### config.mk
export PLATFORM = sky130hd
export DESIGN_NAME = ramped_duty_bridge_pwm_generator_flat
export DESIGN_NICKNAME = d
export VERILOG_FILES = /design/src/hdl/rdbpwm_pkg.sv /design/src/hdl/rdbpwm_in_if.sv /design/src/hdl/rdbpwm_out_if.sv /design/src/hdl/ramped_duty_bridge_pwm_generator.sv /design/src/flat_wrapper.sv
export SDC_FILE = /design/constraint.sdc
export NUM_CORES = 1
export LEC_CHECK = 0
export BUFFER_PORTS_ARGS = -buffer_cell sky130_fd_sc_hd__buf_2
export CAP_MARGIN = 10
export CELL_PAD_IN_SITES_DETAIL_PLACEMENT = 1
export CELL_PAD_IN_SITES_GLOBAL_PLACEMENT = 1
export CORE_MARGIN = 8
export CORE_UTILIZATION = 50
export CTS_BUF_LIST = sky130_fd_sc_hd__clkbuf_4 sky130_fd_sc_hd__clkbuf_8 sky130_fd_sc_hd__clkbuf_16
export DETAILED_ROUTE_END_ITERATION = 10
export GPL_TIMING_DRIVEN = 0
export PLACE_DENSITY = 0.94
export SYNTH_ARGS = -nofsm -noshare
export SYNTH_HDL_FRONTEND = slang
export SYNTH_SLANG_ARGS = --single-unit
### constraint.sdc
create_clock -name clk -period 17 [get_ports clk]
set_clock_uncertainty 0.15 [all_clocks]
set_input_delay 1.7 -clock clk [delete_from_list [all_inputs] [get_ports clk]]
set_output_delay 1.7 -clock clk [all_outputs]
set_load 0.05 [all_outputs]
### src/hdl/rdbpwm_pkg.sv
// ----------------------------------------------------------------------------
// rdbpwm_pkg
// Shared types and constants of the ramped-duty bridge pwm generator.
// ----------------------------------------------------------------------------
package rdbpwm_pkg;

  localparam int CfgW    = 16;
  localparam int CfgIdxW = 2;
  localparam int PreW    = 16;
  localparam int TopW    = 16;
  localparam int StepsW  = 7;
  localparam int DutyW   = 17;

  typedef logic [CfgW-1:0]    cfg_data_t;
  typedef logic [CfgIdxW-1:0] cfg_idx_t;
  typedef logic [DutyW-1:0]   duty_t;

  // register indexes of the configuration port
  localparam cfg_idx_t REG_PRESCALE = 2'd0;
  localparam cfg_idx_t REG_TOP      = 2'd1;
  localparam cfg_idx_t REG_STEPS    = 2'd2;

  localparam logic [PreW-1:0]   PRESCALE_RST = 16'd0;
  localparam logic [TopW-1:0]   TOP_RST      = 16'd1000;
  localparam logic [StepsW-1:0] STEPS_RST    = 7'd8;

endpackage

### src/hdl/rdbpwm_in_if.sv
// ----------------------------------------------------------------------------
// rdbpwm_in_if
// Input channel: one timer clock tick enable per word.
// ----------------------------------------------------------------------------
interface rdbpwm_in_if;
  logic valid;
  logic ready;
  logic clock_enable;

  modport source (output valid, output clock_enable, input ready);
  modport sink (input valid, input clock_enable, output ready);
endinterface

### src/hdl/rdbpwm_out_if.sv
// ----------------------------------------------------------------------------
// rdbpwm_out_if
// Result channel: bridge drive levels and duty status per word.
// ----------------------------------------------------------------------------
interface rdbpwm_out_if;
  import rdbpwm_pkg::*;

  logic  valid;
  logic  ready;
  logic  first_channel_out;
  logic  second_channel_out;
  logic  period_end;
  duty_t duty_now;
  logic  half_select;

  modport source (
    output valid, output first_channel_out, output second_channel_out,
    output period_end, output duty_now, output half_select, input ready
  );
  modport sink (
    input valid, input first_channel_out, input second_channel_out,
    input period_end, input duty_now, input half_select, output ready
  );
endinterface

### src/hdl/ramped_duty_bridge_pwm_generator.sv
// ----------------------------------------------------------------------------
// ramped_duty_bridge_pwm_generator
// Prescaled up-counter pwm for a single-phase bridge with a ramped duty.
// ----------------------------------------------------------------------------
//  channel | dir | handshake         | contents
//  in_ch   | in  | valid/ready       | clock_enable
//  out_ch  | out | valid/ready       | channel levels, period_end, duty_now,
//          |     |                   | half_select
//  cfg_*   | in  | cfg_we, no wait   | prescale, period_top, steps_per_half
//
// one word per cycle while the divider is idle and the result register is
// free or being taken: the counter and duty sequencer update in a single pass
// into the result register. after any configuration write the step size is
// recomputed by a bit-serial divider; in_ch.ready stays low while it runs.
// reset is synchronous (rst_n low); the configuration returns to its defaults.
// ----------------------------------------------------------------------------
module ramped_duty_bridge_pwm_generator #(
  parameter int COUNT_BITS     = 16,
  parameter int HALF_END_LIMIT = 100
) (
  input  logic                  clk,
  input  logic                  rst_n,
  input  logic                  cfg_we,
  input  rdbpwm_pkg::cfg_idx_t  cfg_index,
  input  rdbpwm_pkg::cfg_data_t cfg_wdata,
  rdbpwm_in_if.sink             in_ch,
  rdbpwm_out_if.source          out_ch
);
  import rdbpwm_pkg::*;

  localparam int CmpW = (COUNT_BITS > DutyW) ? COUNT_BITS : DutyW;
  localparam logic [TopW-1:0] TopMask =
    (COUNT_BITS >= TopW) ? {TopW{1'b1}} : TopW'((64'd1 << COUNT_BITS) - 64'd1);
  // step size for the reset configuration, with the counter width applied
  localparam logic [TopW-1:0] StepRst = (TOP_RST & TopMask) / TopW'(STEPS_RST);
  localparam duty_t HalfLimit = DutyW'(HALF_END_LIMIT);
  localparam logic [4:0] DivLoad = 5'd17;

  // configuration
  logic [PreW-1:0]   prescale_r;
  logic [TopW-1:0]   period_top_r;
  logic [StepsW-1:0] steps_r;

  // step size divider
  logic [4:0]      div_cnt_r;
  logic [7:0]      div_rem_r, div_rem_nxt;
  logic [TopW-1:0] div_quo_r, div_quo_nxt;
  logic [TopW-1:0] step_r;
  logic [7:0]      rem_sh, divisor;
  logic            div_ge, div_busy;

  // timer state
  logic [PreW-1:0]       pre_cnt_r, pre_cnt_nxt;
  logic [COUNT_BITS-1:0] per_cnt_r, per_cnt_nxt;
  duty_t                 cmp_r, cmp_nxt;
  duty_t                 duty_r, duty_nxt;
  logic                  ramp_down_r, ramp_down_nxt;
  logic                  half_r, half_nxt;
  logic                  wrap;

  // result register
  logic  out_valid_r;
  logic  out_first_r, out_second_r, out_pend_r, out_half_r;
  duty_t out_duty_r;
  logic  active;

  logic      in_acc;
  logic [TopW-1:0] top_eff;
  duty_t     top17, step17, duty_a, duty_sub;
  logic      rd_a;

  assign top_eff  = period_top_r & TopMask;
  assign top17    = DutyW'(top_eff);
  assign step17   = DutyW'(step_r);
  assign div_busy = (div_cnt_r != 5'd0);

  assign in_ch.ready = !div_busy && (!out_valid_r || out_ch.ready);
  assign in_acc      = in_ch.valid && in_ch.ready;

  // restoring division, one quotient bit a cycle; zero steps count as one
  assign divisor = (steps_r == '0) ? 8'd1 : {1'b0, steps_r};
  assign rem_sh  = {div_rem_r[6:0], div_quo_r[TopW-1]};
  assign div_ge  = (rem_sh >= divisor);

  always_comb begin
    div_rem_nxt = div_ge ? (rem_sh - divisor) : rem_sh;
    div_quo_nxt = {div_quo_r[TopW-2:0], div_ge};
  end

  // counter and duty sequencer
  always_comb begin
    pre_cnt_nxt   = pre_cnt_r;
    per_cnt_nxt   = per_cnt_r;
    cmp_nxt       = cmp_r;
    duty_nxt      = duty_r;
    ramp_down_nxt = ramp_down_r;
    half_nxt      = half_r;
    wrap          = 1'b0;
    duty_a        = duty_r;
    rd_a          = ramp_down_r;
    duty_sub      = '0;

    if (in_ch.clock_enable) begin
      if (pre_cnt_r >= prescale_r) begin
        pre_cnt_nxt = '0;
        if (CmpW'(per_cnt_r) >= CmpW'(top_eff)) begin
          per_cnt_nxt = '0;
          wrap        = 1'b1;
        end else begin
          per_cnt_nxt = per_cnt_r + 1'b1;
        end
      end else begin
        pre_cnt_nxt = pre_cnt_r + 1'b1;
      end
    end

    if (wrap) begin
      // peak passed: turn the ramp round; low limit reached: swap half-wave
      if (duty_r > top17) begin
        rd_a   = 1'b1;
        duty_a = top17 + step17;
      end else if (duty_r < HalfLimit) begin
        rd_a     = 1'b0;
        half_nxt = !half_r;
        duty_a   = step17;
      end
      ramp_down_nxt = rd_a;
      if (!rd_a) begin
        cmp_nxt  = duty_a;
        duty_nxt = duty_a + step17;
      end else begin
        duty_sub = (duty_a >= step17) ? (duty_a - step17) : '0;
        cmp_nxt  = duty_sub;
        duty_nxt = (duty_sub == step17) ? '0 : duty_sub;
      end
    end
  end

  assign active = (CmpW'(per_cnt_nxt) < CmpW'(cmp_nxt));

  always_ff @(posedge clk) begin
    if (!rst_n) begin
      prescale_r   <= PRESCALE_RST;
      period_top_r <= TOP_RST;
      steps_r      <= STEPS_RST;
      div_cnt_r    <= '0;
      step_r       <= StepRst;
      pre_cnt_r    <= '0;
      per_cnt_r    <= '0;
      cmp_r        <= DutyW'(StepRst);
      duty_r       <= DutyW'(StepRst);
      ramp_down_r  <= 1'b0;
      half_r       <= 1'b1;
      out_valid_r  <= 1'b0;
    end else begin
      if (cfg_we) begin
        unique case (cfg_index)
          REG_PRESCALE: prescale_r   <= cfg_wdata;
          REG_TOP:      period_top_r <= cfg_wdata;
          REG_STEPS:    steps_r      <= cfg_wdata[StepsW-1:0];
          default:      ;
        endcase
      end

      if (cfg_we) begin
        div_cnt_r <= DivLoad;
      end else if (div_cnt_r == DivLoad) begin
        div_cnt_r <= div_cnt_r - 5'd1;
        div_rem_r <= '0;
        div_quo_r <= top_eff;
      end else if (div_busy) begin
        div_cnt_r <= div_cnt_r - 5'd1;
        div_rem_r <= div_rem_nxt;
        div_quo_r <= div_quo_nxt;
        if (div_cnt_r == 5'd1) begin
          step_r <= div_quo_nxt;
        end
      end

      if (in_acc) begin
        pre_cnt_r   <= pre_cnt_nxt;
        per_cnt_r   <= per_cnt_nxt;
        cmp_r       <= cmp_nxt;
        duty_r      <= duty_nxt;
        ramp_down_r <= ramp_down_nxt;
        half_r      <= half_nxt;
        out_valid_r <= 1'b1;
      end else if (out_ch.ready) begin
        out_valid_r <= 1'b0;
      end
    end

    if (in_acc) begin
      out_first_r  <= active && !half_nxt;
      out_second_r <= active && half_nxt;
      out_pend_r   <= wrap;
      out_duty_r   <= cmp_nxt;
      out_half_r   <= half_nxt;
    end
  end

  assign out_ch.valid              = out_valid_r;
  assign out_ch.first_channel_out  = out_first_r;
  assign out_ch.second_channel_out = out_second_r;
  assign out_ch.period_end         = out_pend_r;
  assign out_ch.duty_now           = out_duty_r;
  assign out_ch.half_select        = out_half_r;

`ifndef NO_ASSERTIONS
  // no word may enter while the step size is being recomputed
  a_div_blocks_input: assert property (@(posedge clk) disable iff (!rst_n)
    div_busy |-> !in_ch.ready)
    else $error("input accepted during step size division");

  // a held clock never produces a period end
  a_hold_no_wrap: assert property (@(posedge clk) disable iff (!rst_n)
    (in_acc && !in_ch.clock_enable) |=> !out_pend_r)
    else $error("period end on a held clock word");

  // a half-wave swap always restarts the ramp going up
  a_swap_ramps_up: assert property (@(posedge clk) disable iff (!rst_n)
    (in_acc && (half_nxt != half_r)) |=> !ramp_down_r)
    else $error("half-wave swap left the ramp going down");

  // both channels are never driven together
  a_no_shoot_through: assert property (@(posedge clk) disable iff (!rst_n)
    out_valid_r |-> !(out_first_r && out_second_r))
    else $error("both bridge channels driven");
`endif

endmodule

### src/flat_wrapper.sv
// flat-port wrapper written by rule: the top's interface ports become plain ports
module ramped_duty_bridge_pwm_generator_flat import rdbpwm_pkg::*;
#(
  parameter int COUNT_BITS     = 16,
  parameter int HALF_END_LIMIT = 100
)
  (clk, rst_n, cfg_we, cfg_index, cfg_wdata, in_ch_valid, in_ch_clock_enable, in_ch_ready, out_ch_valid, out_ch_first_channel_out, out_ch_second_channel_out, out_ch_period_end, out_ch_duty_now, out_ch_half_select, out_ch_ready);
  rdbpwm_in_if in_ch_i ();
  rdbpwm_out_if out_ch_i ();
  input  logic clk;
  input  logic rst_n;
  input  logic cfg_we;
  input  rdbpwm_pkg::cfg_idx_t cfg_index;
  input  rdbpwm_pkg::cfg_data_t cfg_wdata;
  input wire logic [$bits(in_ch_i.valid)-1:0] in_ch_valid;
  input wire logic [$bits(in_ch_i.clock_enable)-1:0] in_ch_clock_enable;
  output wire logic [$bits(in_ch_i.ready)-1:0] in_ch_ready;
  output wire logic [$bits(out_ch_i.valid)-1:0] out_ch_valid;
  output wire logic [$bits(out_ch_i.first_channel_out)-1:0] out_ch_first_channel_out;
  output wire logic [$bits(out_ch_i.second_channel_out)-1:0] out_ch_second_channel_out;
  output wire logic [$bits(out_ch_i.period_end)-1:0] out_ch_period_end;
  output wire logic [$bits(out_ch_i.duty_now)-1:0] out_ch_duty_now;
  output wire logic [$bits(out_ch_i.half_select)-1:0] out_ch_half_select;
  input wire logic [$bits(out_ch_i.ready)-1:0] out_ch_ready;
  assign in_ch_i.valid = in_ch_valid;
  assign in_ch_i.clock_enable = in_ch_clock_enable;
  assign in_ch_ready = in_ch_i.ready;
  assign out_ch_valid = out_ch_i.valid;
  assign out_ch_first_channel_out = out_ch_i.first_channel_out;
  assign out_ch_second_channel_out = out_ch_i.second_channel_out;
  assign out_ch_period_end = out_ch_i.period_end;
  assign out_ch_duty_now = out_ch_i.duty_now;
  assign out_ch_half_select = out_ch_i.half_select;
  assign out_ch_i.ready = out_ch_ready;
  ramped_duty_bridge_pwm_generator #(.COUNT_BITS(COUNT_BITS), .HALF_END_LIMIT(HALF_END_LIMIT)) u_core (.clk(clk), .rst_n(rst_n), .cfg_we(cfg_we), .cfg_index(cfg_index), .cfg_wdata(cfg_wdata), .in_ch(in_ch_i), .out_ch(out_ch_i));
endmodule
==> impl_metrics.env, run 1 <==
export IMPL_fp_dieW_um=173
export IMPL_avgViaCountPerCell=6.49
export IMPL_dr_pass1_iters=5
export IMPL_fp_dieArea_um2=30000
export IMPL_tightestPinTransition_ns=1.07
export IMPL_p_leak_nw=5.73
export IMPL_slew_headroom_pct=27.5
export IMPL_synthXorXnorAreaFrac_pct=5.39
export IMPL_routed_wirelength_um=46600
export IMPL_switchingPower_mw=0.402
export IMPL_ys_ff_latch=173
export IMPL_cts_hold_buf=0
export IMPL_cts_tree="yes"
export IMPL_async_flop_share_pct=0
export IMPL_synth_edf_count=44
export IMPL_hold_class="reg2reg"
export IMPL_slew_viol_final=0
export IMPL_start_util_pct=50.9
export IMPL_synth_top_family_by_area="compound AO/OA/AOI/OAI gates"
export IMPL_ys_flop_type="dfxtp_1"
export IMPL_intPower_mw=0.742
export IMPL_clockPowerShare_pct=35.6
export IMPL_yosysSeqAreaShare_pct=31.6
export IMPL_slowest_delay_ns=0.87
export IMPL_finalSetupViolations=0
export IMPL_track_usage_pct=30.3
export IMPL_cts_resized=0
export IMPL_synthAdderAreaFrac_pct=13.2
export IMPL_place_congestion=1.00
export IMPL_seqPwrFrac_pct=40.3
export IMPL_ys_warn_count=0
export IMPL_fmaxAchievable_mhz=111
export IMPL_end_kind="register"
export IMPL_maxCapViolations=0
export IMPL_synth_area_leader_cell="dfxtp_1"
export IMPL_arrival_ns=9.14
export IMPL_peakVddDrop_uv=68.1
export IMPL_yosysUniqueCellTypes=81
export IMPL_slowest_stage="o41ai_1"
export IMPL_finish_utilization_pct=55.9
export IMPL_postRouteAntennaNets=0
export IMPL_status="complete, no violations"
export IMPL_required_ns=17.14
export IMPL_drive_above_1_share_pct=7.05
export IMPL_num_rows=57
export IMPL_synthCells=1541
export IMPL_fin_hold_ws_ns=0.308
export IMPL_tns_ns=0
export IMPL_die_height_um=173
export IMPL_dp_hpwl_um=33900
export IMPL_hold_viol_final=0
export IMPL_cts_root_buf="clkbuf_16"
export IMPL_layout_commonest_cell="nand2_1"
export IMPL_p_per_area_nw_per_um2=84.1
export IMPL_pin_count=47
export IMPL_syn_nets=1693
export IMPL_synth_simple_gate_area_share_pct=19.9
export IMPL_grt_pass1_wl_um=72500
export IMPL_critPathMostFrequentCell="a21oi_1"
export IMPL_grt_pass1_vias=13200
export IMPL_yosysTopAreaCellShare_pct=20.9
export IMPL_cts_setup_buffers=0
export IMPL_wl_per_cell_um=24.0
export IMPL_startpoint_type="register"
export IMPL_port_buffers=44
export IMPL_avgSynthCellArea_um2=8.03
export IMPL_nets=1756
export IMPL_grt_max_degree=31
export IMPL_period_share_pct=52.9
export IMPL_grt_overflow=0
export IMPL_rsz0062_at_grt="no"
export IMPL_ys_top_cells_by_area="dfxtp_1 (21%), ha_1 (13%), edfxtp_1 (11%), a21oi_1 (6.5%), nand2_1 (5.9%)"
export IMPL_antenna_found_initial=0
export IMPL_drt_initial_drc_count=1322
export IMPL_antennaDiodeCount=0
export IMPL_period_minus_slack_ns=9.00
export IMPL_insertion_delay_ns=0.46
export IMPL_clkTransAtPathRegs_ns=0.08
export IMPL_clock_sinks=173
export IMPL_synth_compound_area_share_pct=22.7
export IMPL_coreArea_um2=24300
export IMPL_area_delta_synth_final_pct=9.97
export IMPL_layout_common_cells="nand2_1 (194), a21oi_1 (161), nor2_1 (152)"
export IMPL_crit_fanout=10
export IMPL_vias=12600
export IMPL_syn_cell_area_um2=12400
export IMPL_htree_levels=4
export IMPL_clk_path_buf_depth=2
export IMPL_path_class="reg2reg"
export IMPL_drc=0
export IMPL_synthMuxAreaShare_pct=1.64
export IMPL_numCtsBuffers=17
export IMPL_p_sw_share_pct=35.1
export IMPL_pwr_share_comb_pct=24.1
==> Yosys cell counts, drive strengths merged (7+ instances only) <==
| cell | count |
|---|---|
| a211oi | 15 |
| a21o | 29 |
| a21oi | 162 |
| a221oi | 14 |
| and2 | 10 |
| and3 | 15 |
| buf | 18 |
| clkbuf | 57 |
| dfxtp | 129 |
| edfxtp | 44 |
| ha | 124 |
| inv | 103 |
| mux2i | 18 |
| nand2 | 194 |
| nand2b | 21 |
| nand3 | 25 |
| nand4 | 18 |
| nor2 | 152 |
| nor2b | 17 |
| nor3 | 26 |
| nor4 | 8 |
| o211ai | 24 |
| o21a | 9 |
| o21ai | 92 |
| o21bai | 7 |
| o31a | 9 |
| o31ai | 12 |
| or3 | 14 |
| xnor2 | 39 |
| xor2 | 32 |
==> worst max-delay path: cells and delay by family (launching register included) <==
kind,cells,cell delay (ns)
muxes,1,0.17
and+or+nand+nor,10,1.62
DFF,1,0.77
AOI/OAI and AO/OA,18,4.59
adders and majority gates,3,0.94
buffers and inverters,2,0.55
==> path summary, 6_finish.rpt <==
path / from / cells past startpoint / slack, ns / to
setup / recovery: u_core.step_r[1] / 34 / 8.00 / u_core.out_ch.first_channel_out
hold / removal: u_core.prescale_r[4] / 2 / 0.31 / u_core.prescale_r[4]
setup reg to reg: u_core.step_r[1] / 34 / 8.00 / u_core.out_ch.first_channel_out
hold reg to reg: u_core.prescale_r[4] / 2 / 0.31 / u_core.prescale_r[4]
==> area by class of cell <==
class                      instances  area (um^2)
sequential                       173         3900
clock inverter                    13          143
buffer                            75          304
fill                            2984        10700
multi-input combinational       1188         7770
clock buffer                      19          464
inverter                         105          394
tap                              324          405
timing repair buffer              44          220
==> per-stage QoR <==
step | worst slack, ns | cell area (um^2) | power [mW] | std cells
global placement | 8.94 | 13000 | 0.716 | 1909
CTS | 8.35 | 13600 | 1.13 | 1941
floorplan | 10.48 | 12400 | 0.650 | 1541
finish | 8.00 | 13600 | 1.14 | 1941
global route | 7.52 | 13600 | 1.17 | 1941
detailed placement | 8.65 | 13000 | 0.729 | 1909
==> power by group through the flow <==
stage	sequential, mW	clock [mW]	combinational [mW]
CTS	0.460	0.405	0.268
floorplan	0.476	0	0.175
global placement	0.467	0	0.249
finish	0.461	0.408	0.275
global route	0.462	0.418	0.294
detailed placement	0.469	0	0.261
==> state kept, by name (all words and copies together), names as in the netlist, 5 cells and up <==
| name | count |
|---|---|
| u_core.cmp_r | 17 |
| u_core.duty_r | 17 |
| u_core.out_ch.duty_now | 17 |
| u_core.div_quo_r | 16 |
| u_core.per_cnt_r | 16 |
| u_core.period_top_r | 16 |
| u_core.pre_cnt_r | 16 |
| u_core.prescale_r | 16 |
| u_core.step_r | 16 |
| u_core.div_rem_r | 7 |
| u_core.steps_r | 7 |
| u_core.div_cnt_r | 5 |
==> metal layers <==
metal | up-vias | track usage, % | routed length [um]
li1 | 5607 | - | -
met1 | 6123 | 35.2 | 18200
met2 | 650 | 50.0 | 21700
met3 | 213 | 7.36 | 4050
met4 | 0 | 18.4 | 2690
met5 | - | 0 | 0
==> kinds of logic after synthesis <==
logic type	Yosys count
muxes	20
adders and majority gates	128
xor gates and xnor gates	73
AOI/OAI and AO/OA	437
and+or+nand+nor	530
buffers and inverters	180
DFF	173
(Power assumes the default switching activity.)
==> run 2: changes to the inputs <==
--- a/config.mk
+++ b/config.mk
@@ -5,16 +5,17 @@
 export SDC_FILE = /design/constraint.sdc
 export NUM_CORES = 1
 export LEC_CHECK = 0
+export ABC_AREA = 1
 export BUFFER_PORTS_ARGS = -buffer_cell sky130_fd_sc_hd__buf_2
 export CAP_MARGIN = 10
 export CELL_PAD_IN_SITES_DETAIL_PLACEMENT = 1
 export CELL_PAD_IN_SITES_GLOBAL_PLACEMENT = 1
 export CORE_MARGIN = 8
-export CORE_UTILIZATION = 50
+export CORE_UTILIZATION = 42
 export CTS_BUF_LIST = sky130_fd_sc_hd__clkbuf_4 sky130_fd_sc_hd__clkbuf_8 sky130_fd_sc_hd__clkbuf_16
 export DETAILED_ROUTE_END_ITERATION = 10
 export GPL_TIMING_DRIVEN = 0
-export PLACE_DENSITY = 0.94
+export PLACE_DENSITY = 0.88
 export SYNTH_ARGS = -nofsm -noshare
 export SYNTH_HDL_FRONTEND = slang
 export SYNTH_SLANG_ARGS = --single-unit
==> constraint.sdc (replaced) <==
create_clock -name clk -period 8.1 [get_ports clk]
set_clock_uncertainty 0.15 [all_clocks]
set_input_delay 0.81 -clock clk [delete_from_list [all_inputs] [get_ports clk]]
set_output_delay 0.81 -clock clk [all_outputs]
set_load 0.05 [all_outputs]
==> run 2 against run 1 <==
  * Die area up 16%
  * Largest cell class unchanged
  * Hold slack better by 0.0034 ns
  * Wire length down 3.1%
  * Clock power up 98%
  * Cell count up 13%
  * Non-clock buffer count down 10
  * Setup slack worse by 6.8 ns
  * Register-to-register slack worse by 6.8 ns
==> impl_metrics.env, run 2 <==
export IMPL_cts_tree="yes"
export IMPL_pwr_share_comb_pct=47.1
export IMPL_fin_hold_ws_ns=0.311
export IMPL_hold_viol_final=0
export IMPL_track_usage_pct=25.2
export IMPL_reg2reg_depth=34
export IMPL_maxCapViolations=0
export IMPL_critPathMostFrequentCell="nand2_1"
export IMPL_synth_area_leader_cell="dfxtp_1"
export IMPL_clockPowerShare_pct=23.3
export IMPL_start_util_pct=42.7
export IMPL_yosysSeqAreaShare_pct=31.9
export IMPL_fillers=3769
export IMPL_status="complete, no violations"
export IMPL_startpoint_type="register"
export IMPL_clk_path_buf_depth=2
export IMPL_place_congestion=0.969
export IMPL_clock_sinks=173
export IMPL_cts_root_buf="clkbuf_16"
export IMPL_avgSynthCellArea_um2=7.05
export IMPL_port_buffers=45
export IMPL_postRouteAntennaNets=0
export IMPL_end_kind="register"
export IMPL_pin_count=47
export IMPL_avgViaCountPerCell=5.70
export IMPL_period_share_pct=85.0
export IMPL_clkTransAtPathRegs_ns=0.07
export IMPL_slew_viol_final=0
export IMPL_crit_fanout=10
export IMPL_ys_top_cells_by_area="dfxtp_1 (21%), ha_1 (13%), edfxtp_1 (11%), nand2_1 (10%), a21oi_1 (8.0%)"
export IMPL_htree_levels=4
export IMPL_syn_nets=1888
export IMPL_coreArea_um2=28700
export IMPL_antennaDiodeCount=0
export IMPL_cts_setup_buffers=0
export IMPL_arrival_ns=6.93
export IMPL_yosysMostFrequentCell="nand2_1"
export IMPL_area_delta_synth_final_pct=10.6
export IMPL_finalSetupViolations=0
export IMPL_holdPathStages=2
export IMPL_fmaxAchievable_mhz=145
export IMPL_cts_hold_buf=0
export IMPL_nets=1954
export IMPL_ys_ff_latch=173
export IMPL_tightestPinTransition_ns=0.928
export IMPL_fp_dieW_um=187
export IMPL_ys_warn_count=0
export IMPL_ys_flop_type="dfxtp_1"
export IMPL_slew_headroom_pct=37.5
export IMPL_insertion_delay_ns=0.45
export IMPL_grt_pass1_wl_um=70200
export IMPL_async_flop_share_pct=0
export IMPL_rsz0062_at_grt="no"
export IMPL_numCtsBuffers=17
export IMPL_period_minus_slack_ns=6.88
export IMPL_p_per_area_nw_per_um2=257
export IMPL_synth_edf_count=44
export IMPL_synthCells=1736
export IMPL_rrSetupSlack_ns=1.22
export IMPL_hold_end="u_core.steps_r[0]"
export IMPL_slowest_stage="o21ai_0"
export IMPL_switchingPower_mw=1.59
export IMPL_intPower_mw=1.89
export IMPL_wl_per_cell_um=20.6
export IMPL_p_leak_nw=6.36
export IMPL_dr_pass1_iters=5
export IMPL_path_class="reg2reg"
export IMPL_r2r_end="u_core.out_ch.first_channel_out"
export IMPL_slowest_delay_ns=0.72
export IMPL_grt_overflow=0
export IMPL_drt_initial_drc_count=981
export IMPL_cts_resized=0
export IMPL_antenna_found_initial=0
export IMPL_hold_class="reg2reg"
export IMPL_die_height_um=187
export IMPL_grt_pass1_vias=12800
export IMPL_grt_max_degree=21
export IMPL_reg2reg_from="u_core.period_top_r[6]"
export IMPL_dp_hpwl_um=36000
export IMPL_yosysTopAreaCellShare_pct=21.1
export IMPL_p_sw_share_pct=45.6
export IMPL_drive_above_1_share_pct=7.82
export IMPL_min_delay_start="u_core.steps_r[0]"
export IMPL_layout_common_cells="nand2_1 (333), inv_1 (237), a21oi_1 (195)"
export IMPL_layout_commonest_cell="nand2_1"
export IMPL_yosysUniqueCellTypes=55
export IMPL_required_ns=8.15
export IMPL_num_rows=62
export IMPL_drc=0
export IMPL_syn_cell_area_um2=12200
export IMPL_peakVddDrop_uv=150
export IMPL_yosys_top_cells_count="nand2_1 (333), inv_1 (237), a21oi_1 (195), o21ai_0 (186), nor2_1 (144)"
export IMPL_routed_wirelength_um=45200
export IMPL_vias=12500
export IMPL_fp_dieArea_um2=34900
export IMPL_tns_ns=0
export IMPL_seqPwrFrac_pct=29.6
## run 2: cell types whose count changed after synthesis, sizes merged, moves of 19 or more
cell	previous run	this run
a21o	29	5
clkbuf	57	38
xnor2	39	11
nand2	194	341
o21ai	92	193
nand2b	21	0
nand3	25	72
inv	103	241
a21oi	162	200
## run 2: logic make-up after synthesis
kind of cell,count (synthesis),share of synthesized area [%]
and+or+nand+nor,642,22.5
AOI/OAI and AO/OA,446,19.6
xor gates and xnor gates,41,2.93
buffers and inverters,306,9.82
DFF,173,31.9
adders and majority gates,128,13.3
## run 2: final cells by class
cell class / count / area (um^2) / area share, %
inverter: 244 / 916 / 6.77
timing repair buffer: 47 / 255 / 1.89
multi-input combinational: 1257 / 7140 / 52.7
buffer: 62 / 287 / 2.12
sequential: 173 / 3900 / 28.8
tap: 384 / 480 / 3.55
clock inverter: 12 / 100 / 0.740
clock buffer: 20 / 454 / 3.36
## run 2: layer usage
layer	up-vias	GRT usage, %	share of wire (%)
met2	429	42.7	47
met5	-	0.710	0
met1	6117	31.7	43
li1	5904	-	-
met4	0	10.5	3.7
met3	94	3.47	6.3
## run 2: worst max path at each step
stage                                       start                          endpoint  slack (ns)  cells past startpoint
after global placement    u_core.period_top_r[14]   u_core.out_ch.first_channel_out        1.66                     35
after CTS                  u_core.period_top_r[6]   u_core.out_ch.first_channel_out        1.43                     35
after detailed placement  u_core.period_top_r[14]  u_core.out_ch.second_channel_out        1.49                     34
after floorplan                  u_core.step_r[1]   u_core.out_ch.first_channel_out        3.14                     34
after global routing      u_core.period_top_r[15]  u_core.out_ch.second_channel_out        0.90                     35
final                      u_core.period_top_r[6]   u_core.out_ch.first_channel_out        1.22                     34
## run 2: critical path, delay by kind of cell (launching register included)
family	cells	cell delay (ns)
AOI/OAI and AO/OA	5	1.41
adders and majority gates	3	1.11
buffers and inverters	4	0.78
DFF	1	0.38
and+or+nand+nor	22	2.80
## run 2: through the flow
| step | util, % | setup WS [ns] | instance area, um^2 | power, mW | instances |
|---|---|---|---|---|---|
| 2_1_floorplan | - | 3.14 | 12200 | 2.15 | 1736 |
| 3_3_place_gp | 45.1 | 1.66 | 12900 | 2.56 | 2165 |
| 3_5_place_dp | 45.2 | 1.49 | 13000 | 2.63 | 2167 |
| 4_1_cts | 47.2 | 1.43 | 13500 | 3.44 | 2199 |
| 5_1_grt | 47.2 | 0.899 | 13500 | 3.67 | 2199 |
| 6_report | 47.2 | 1.22 | 13500 | 3.48 | 2199 |
## run 2: power groups by stage
stage               Combinational, mW  Clock (mW)  Sequential, mW
global placement                 1.52           0            1.04
global route                     1.79       0.845            1.03
CTS                              1.61       0.806            1.03
finish                           1.64       0.809            1.03
floorplan                        1.09           0            1.06
detailed placement               1.59           0            1.04
